File: src/design/tpi_pkg.sv
// Package for the three-plane intersection block: widths, term tables and beat types.
// Used by every module in this folder; depends on nothing.
package tpi_pkg;

    localparam int IN_WIDTH  = 24;
    localparam int FRAC_BITS = 16;
    localparam int OUT_W     = 32;
    localparam int THR_W     = 23;
    localparam logic [THR_W-1:0] THR_RESET = THR_W'(7);

    localparam int PROD_W  = 2 * IN_WIDTH;
    localparam int MINOR_W = 2 * IN_WIDTH + 1;
    localparam int PART_W  = 2 * IN_WIDTH + 1;
    localparam int TERM_W  = 3 * IN_WIDTH + 2;
    localparam int DET_W   = 3 * IN_WIDTH + 4;
    localparam int MAG_W   = DET_W;
    localparam int QB      = OUT_W + 1;
    localparam int REM_W   = MAG_W + QB + 1;
    localparam int CMP_W   = MAG_W + THR_W + 2 * FRAC_BITS;

    localparam int NUM_COLS   = 4;
    localparam int NUM_PRODS  = 12;
    localparam int NUM_MINORS = 6;
    localparam int NUM_TERMS  = 12;
    localparam int NUM_DETS   = 4;
    localparam int NUM_COORD  = 3;
    localparam int FRONT_STAGES = 7;

    localparam int MID_DEPTH = 16;
    localparam int MID_AW    = $clog2(MID_DEPTH);
    localparam int MID_CW    = $clog2(MID_DEPTH + 1);

    // column order x, y, z, offset; minors yz, xz, xy, dz, dy, xd of rows b and c
    localparam int PROD_B [NUM_PRODS] = '{1, 2, 0, 2, 0, 1, 3, 2, 3, 1, 0, 3};
    localparam int PROD_C [NUM_PRODS] = '{2, 1, 2, 0, 1, 0, 2, 3, 1, 3, 3, 0};
    // det, num_x, num_y, num_z: three expansion terms each along row a
    localparam int TERM_COEF  [NUM_TERMS] = '{0, 1, 2, 3, 1, 2, 0, 3, 2, 0, 1, 3};
    localparam int TERM_MINOR [NUM_TERMS] = '{0, 1, 2, 0, 3, 4, 3, 1, 5, 4, 5, 2};
    localparam bit TERM_NEG   [NUM_TERMS] = '{0, 1, 0, 0, 1, 0, 0, 1, 0, 1, 1, 0};

    localparam logic [QB-1:0] Q_POS_LIM = {2'b00, {(OUT_W-1){1'b1}}};
    localparam logic [QB-1:0] Q_NEG_LIM = {2'b01, {(OUT_W-1){1'b0}}};
    localparam logic [OUT_W-1:0] SAT_POS = {1'b0, {(OUT_W-1){1'b1}}};
    localparam logic [OUT_W-1:0] SAT_NEG = {1'b1, {(OUT_W-1){1'b0}}};

    typedef struct packed {
        logic signed [IN_WIDTH-1:0] a_nx;
        logic signed [IN_WIDTH-1:0] a_ny;
        logic signed [IN_WIDTH-1:0] a_nz;
        logic signed [IN_WIDTH-1:0] a_offset;
        logic signed [IN_WIDTH-1:0] b_nx;
        logic signed [IN_WIDTH-1:0] b_ny;
        logic signed [IN_WIDTH-1:0] b_nz;
        logic signed [IN_WIDTH-1:0] b_offset;
        logic signed [IN_WIDTH-1:0] c_nx;
        logic signed [IN_WIDTH-1:0] c_ny;
        logic signed [IN_WIDTH-1:0] c_nz;
        logic signed [IN_WIDTH-1:0] c_offset;
    } t_in_item;

    typedef struct packed {
        logic signed [OUT_W-1:0] point_x;
        logic signed [OUT_W-1:0] point_y;
        logic signed [OUT_W-1:0] point_z;
        logic                    singular;
        logic                    overflow;
    } t_out_item;

    typedef struct packed {
        logic                                 singular;
        logic [NUM_COORD-1:0]                 qneg;
        logic [MAG_W-1:0]                     dmag;
        logic [NUM_COORD-1:0][MAG_W-1:0]      nmag;
    } t_mid_item;

    typedef struct packed {
        logic                                 valid;
        logic                                 singular;
        logic [NUM_COORD-1:0]                 qneg;
        logic [NUM_COORD-1:0]                 big;
        logic [MAG_W-1:0]                     dmag;
        logic [NUM_COORD-1:0][REM_W-1:0]      rem;
        logic [NUM_COORD-1:0][QB-1:0]         quo;
    } t_div_stage;

endpackage

File: src/design/tpi_queue.sv
// Show-ahead queue between the front and back pipelines.
// Depends on tpi_pkg for depth and beat type.
module tpi_queue (
    input  logic                i_clk,
    input  logic                i_rst_n,
    input  logic                i_push,
    input  tpi_pkg::t_mid_item  i_data,
    input  logic                i_pop,
    output tpi_pkg::t_mid_item  o_data,
    output logic                o_empty
);

    tpi_pkg::t_mid_item            r_mem [tpi_pkg::MID_DEPTH];
    logic [tpi_pkg::MID_AW-1:0]    r_wr;
    logic [tpi_pkg::MID_AW-1:0]    r_rd;
    logic [tpi_pkg::MID_CW-1:0]    r_cnt;

    assign o_empty = (r_cnt == '0);
    assign o_data  = r_mem[r_rd];

    always_ff @(posedge i_clk) begin
        if (!i_rst_n) begin
            r_wr  <= '0;
            r_rd  <= '0;
            r_cnt <= '0;
        end else begin
            if (i_push) begin
                r_wr <= r_wr + 1'b1;
            end
            if (i_pop) begin
                r_rd <= r_rd + 1'b1;
            end
            r_cnt <= r_cnt + tpi_pkg::MID_CW'(i_push) - tpi_pkg::MID_CW'(i_pop);
        end
    end

    always_ff @(posedge i_clk) begin
        if (i_push) begin
            r_mem[r_wr] <= i_data;
        end
    end

    a_no_overrun: assert property (@(posedge i_clk) disable iff (!i_rst_n)
        (r_cnt == tpi_pkg::MID_CW'(tpi_pkg::MID_DEPTH)) |-> (!i_push || i_pop))
        else $error("push into full queue");

    a_no_underrun: assert property (@(posedge i_clk) disable iff (!i_rst_n)
        o_empty |-> !i_pop)
        else $error("pop from empty queue");

endmodule

File: config.mk
export PLATFORM = sky130hd
export DESIGN_NAME = tpi_queue
export DESIGN_NICKNAME = d
export VERILOG_FILES = /design/src/design/tpi_pkg.sv /design/src/design/tpi_queue.sv
export SDC_FILE = /design/constraint.sdc
export NUM_CORES = 2
export LEC_CHECK = 0
export BUFFER_PORTS_ARGS = -buffer_cell sky130_fd_sc_hd__buf_2
export CELL_PAD_IN_SITES_DETAIL_PLACEMENT = 1
export CELL_PAD_IN_SITES_GLOBAL_PLACEMENT = 2
export CORE_ASPECT_RATIO = 0.8
export CORE_MARGIN = 3
export CORE_UTILIZATION = 30
export DETAILED_ROUTE_END_ITERATION = 12
export PLACE_DENSITY_LB_ADDON = 0.1
export SKIP_CTS_REPAIR_TIMING = 1
export SLEW_MARGIN = 5
export SYNTH_ARGS = -nofsm -noshare
export SYNTH_HDL_FRONTEND = slang
export SYNTH_MEMORY_MAX_BITS = 65536
export SYNTH_SLANG_ARGS = --single-unit
File: constraint.sdc
create_clock -name i_clk -period 11.4 [get_ports i_clk]
set_input_delay 1.14 -clock i_clk [delete_from_list [all_inputs] [get_ports i_clk]]
set_output_delay 1.14 -clock i_clk [all_outputs]
set_load 0.005 [all_outputs]
Yosys cells after proc, flatten, opt, wreduce, memory -nomap -nowiden. Memories as Yosys holds them, arrays and structs flattened. A register that Yosys moved wholly into a read port is not among the register bits. Cells that the tools add are included.

Eq/ne operators: 0. Reduce and logical (&&, ||, !) cells: 1. Divide/modulo/power cells: 0. Bitwise logic cells: 0. Multiplexer cells: 4. Shifts and indexed selects: 0. $add $sub $neg: 4. $mul: 0. $lt $le $gt $ge: 0.

Operators with widths (count): 4-bit by 1-bit adder with 4-bit output (second input constant) (2); 4-bit two-way mux (2); 5-bit by 1-bit adder with 5-bit output (1); 5-bit zero test (1); 5-bit by 1-bit subtractor with 5-bit output (1); 1-bit two-way mux (2).

Bits in latches: 0. Bits in writable memories: 4928. Word-level logic and storage cells: 13. Input port bits: 312. Memories kept: 1. Bits in read-only memories: 0. Register bits: 13. Output and inout port bits: 309.

Memories: r_mem (depth 16, width 308, rd ports 1, clocked after Yosys merged registers in 1, write ports 1, RTL line tpi_queue.sv:13) `tpi_pkg::t_mid_item r_mem [tpi_pkg::MID_DEPTH];`.

Longest topological paths before layout.
Depth after elaboration: 3. Depth in mapped cells: 9.

Least setup slack after synthesis. Ideal clock, no wire load.

Path kind: input -> register. Start: input i_push. End: memory r_mem[0][0] (netlist name), enable pin. Data required time: 10.692 ns. Path slack: 2.000 ns. Path buffers: 1. Arrival: 8.692 ns. Stages: 3. Cell sequence: clkbuf_1 -> nor3b_1 -> and2_1.

Word-level cells in the longest chain between the ends: 2.

RTL lines: from (decl) (RTL line tpi_queue.sv:6) `input logic i_push,`; 1-bit two-way mux (RTL line tpi_queue.sv:38) `if (i_push) begin`; 1-bit two-way mux (implied by the code) (RTL line tpi_queue.sv:39) `r_mem[r_wr] <= i_data;`; to (decl) (RTL line tpi_queue.sv:13).

Every way passes these cells.

==> reports/metrics.csv <==
stage,metric,value,unit
clocking,cts.path.max_buffers,4,
flow_run,maxCapViolations,0,
timing,finalSetupViolCount,0,
timing,rsz0062_at_grt,false,
routing,drt_iter0_drc,7246,
clocking,h-tree-depth,6,
power_and_ir_drop,power.leakage,0.0654,uW
power_and_ir_drop,max-vdd-ir-drop,0.135,mV
clocking,clock_latency,1.05,ns
floorplanning,floorplan.die.height,707,um
layout,layout.cell_area.non_filler,215000,sq um
clocking,cts_tree,yes,
clocking,clock_buffers_created_by_tritoncts,548,
layout,num-nets-final,8936,
routing,drt-vias-per-instance,5.01,
floorplanning,core.rowCount,256,
floorplanning,dieArea,624000,sq um
setup_path,critical-path-max-stage-delay,0.83,ns
synth,count_of_distinct_cell_types_in_the_synthesized_netlist,31,
setup_path,worst_reg2reg_path_endpoint,r_mem[5][84],
routing,route.final.wire_length,558000,um
layout,fillerInstances,58300,
timing,final_hold_viol_count,0,
timing,tightest_slew,1.36,ns
timing,slew_headroom,9.01,%
synth,synth_area,184000,sq um
power_and_ir_drop,power_per_cell_area,186,nW/um^2
grt,met1_usage,24.1,%
grt,grt_util_all_layers,17.5,%
grt,use_met2,29.4,%
setup_path,critPathArrivalTime,5.42,ns
grt,first_global_vias,95200,
setup_path,worst_setup_path_start_kind,flip-flop,
setup_path,timing.reg2reg.worst_path_depth,6,
min_path,hold_class,in2reg,
min_path,hold_depth,1,
layout,most_common_library_cell_in_the_layout_ignoring_fill_and_taps,sky130_fd_sc_hd__edfxtp_1,
run_status,outcome,"finished, final reports clean",
grt,gr-total-overflow,0,
synth,yosysWarningCount,0,
floorplanning,pin_count,621,
routing,dr.pass1.iters,7,
synth,netlist_instances,7672,
setup_path,crit_top_cell,sky130_fd_sc_hd__buf_4,
setup_path,launch_point_of_the_worst_reg_to_reg_path,r_wr[2],
setup_path,worstPathCellList,buf_4 > buf_4 > buf_12 > mux4_2 > a22oi_1 > nand2_1 > buf_2,
clocking,clkTransAtPathRegs,0.06,ns
min_path,whs_endpoint,r_mem[8][9],
setup_path,critical_path.top_delay_family,buffers and inverters,
routing,drcViolationCount,0,
place,place_area,198000,sq um
setup_path,rrSetupSlack,7.57,ns
clocking,clock_sink_count,4945,
setup_path,worst-setup-path-type,reg2out,
floorplanning,core_region_area,610000,sq um
clocking,clock-root-buffer,sky130_fd_sc_hd__clkbuf_16,
layout,final_layout_size_suffix_gt1_share,30.7,%
timing,timing.setup.tns,0,ns
synth,yosys_register_bits,4945,
timing,final_min_period_over_clock_period,57.5,%
floorplanning,die_width,883,um
place,post-dp-hpwl,289000,um
setup_path,crit_path_max_fanout,122,
setup_path,path_buf_inv,4,
setup_path,worst-endpoint-required,10.26,ns
setup_path,critPathCaptureType,output pin,
grt,largest_net_degree_at_the_start_of_global_routing,125,
routing,ant_nets,0,
place,gpl.final_weighted_congestion,0.700,
timing,final_max_slew_viol_count,0,
timing,fmax_achieved,0.152,GHz
layout,layout.cells.most_common_list,"sky130_fd_sc_hd__edfxtp_1 (4928), sky130_fd_sc_hd__mux4_2 (1210), sky130_fd_sc_hd__buf_2 (620), sky130_fd_sc_hd__clkbuf_16 (563), sky130_fd_sc_hd__a22oi_1 (381)",
synth,sequential_cell_area_fraction_in_the_yosys_report,80.4,%
timing,timing.final.crit_period,6.56,ns
timing,fin_worst_skew,0.0424,ns
grt,peak_usage_layer_in_the_global_routing_report,met2,
grt,grt_first_pass_wirelength,775000,um
min_path,worst_hold_startpoint,i_data[9],
synth,synth.avg_cell_area,24.0,sq um
floorplanning,initial_utilization,30.2,%
setup_path,crit_slowest_cell,sky130_fd_sc_hd__buf_4,
place,total_of_buffers_placed_on_input_and_output_ports,620,
synth,postSynthNetCount,7996,
routing,vias,86000,
routing,wl_per_cell,32.5,um
grt,grt_antenna_before_repair,178,
grt,grtUsageMet3,3.07,%
layout,flow.area_growth_from_synthesis,16.3,%
synthesized netlist by cell type (all sizes together):
cell / count / area share (%)
clkbuf: 122 / 0.25
nand4: 13 / 0.044
o21ai: 12 / 0.033
nand2b: 5 / 0.017
or2: 3 / 0.010
and3b: 1 / 0.0047
buf: 295 / 0.86
or3: 1 / 0.0034
xor2: 4 / 0.019
mux2i: 57 / 0.31
a21o: 1 / 0.0041
nor3b: 1 / 0.0041
o22ai: 224 / 0.76
a21oi: 2 / 0.0054
mux4: 1210 / 15
nor2b: 8 / 0.027
inv: 8 / 0.016
dfxtp: 17 / 0.18
ha: 11 / 0.075
nor2: 117 / 0.24
and2: 30 / 0.10
nor4b: 1 / 0.0047
xnor2: 5 / 0.024
edfxtp: 4928 / 80
and3: 2 / 0.0068
nand2: 212 / 0.43
fa: 1 / 0.011
a22oi: 381 / 1.6
power by group:
group          internal (uW)  total (uW)  switching [uW]
clock network           9570       16900            7300
logic                   1080        2680            1600
registers              20200       20300            61.2
total                  30900       39900            8960
how the worst max path moves through the flow:
stage	slack (ns)	from	cells past startpoint	endpoint
2_1_floorplan	2.00	i_push	3	r_mem[0][0]
3_3_place_gp	5.71	flip-flop	6	o_data[301]
6_report	4.84	flip-flop	7	o_data[290]
4_1_cts	4.49	flip-flop	6	o_data[263]
3_5_place_dp	5.71	flip-flop	6	o_data[263]
5_1_grt	4.51	flip-flop	7	o_data[290]
layout make-up:
cell class,instances,area (sq um),share of cell area (%)
clock buffers,685,14500,6.78
repair buffers,807,4990,2.33
inverters,8,30.0,0.0140
diodes,21,52.6,0.0245
well taps,8127,10200,4.74
multi-input cells,2302,34200,15.9
clock inverters,278,2290,1.07
flip-flops and latches,4945,148000,69.1
flip-flops by register name, indices dropped and copies added, names as in the netlist, named ones only:
signal / flops
r_wr: 4
r_cnt: 5
r_rd: 4
r_mem: 4928
kinds of logic after synthesis:
family                   after synthesis  share of synthesized area [%]
flip-flops                          4945                           80.4
AND/OR/NAND/NOR                      394                          0.893
adder cells (fa/ha/maj)               12                         0.0855
XOR/XNOR                               9                         0.0427
AO/OA/AOI/OAI                        620                           2.35
buffers and inverters                425                           1.13
multiplexers                        1267                           15.1
layer usage:
metal  wire length (um)  up-vias  part of all wire [%]
met5                423        -                 0.076
met4              11800       68                   2.1
met3              26100      918                   4.7
met2             273000     1909                    49
met1             247000    48000                    44
li1                   -    35100                     -
through the flow:
step           std cells  setup WS, ns  hold slack, ns  power (uW)  util, %
6_report           17200          4.84           0.471       39900     35.2
3_5_place_dp       16200          5.71           0.571       23500     32.4
4_1_cts            17200          4.49           0.296       40500     35.2
5_1_grt            17200          4.51           0.366       41400     35.2
2_1_floorplan       7672          2.00           0.525       22300        -
3_3_place_gp       16200          5.71           0.544       23400     32.4
worst register-to-register path: stages (launching register included):
cell and delay [ns]:
sky130_fd_sc_hd__dfxtp_1 0.42, sky130_fd_sc_hd__nand2_1 0.09, sky130_fd_sc_hd__nor2_1 0.23, sky130_fd_sc_hd__and2_4 0.59
sky130_fd_sc_hd__buf_12 0.63, sky130_fd_sc_hd__buf_4 0.84, sky130_fd_sc_hd__buf_4 0.60
Note: power is estimated with default switching activity, not from simulation.
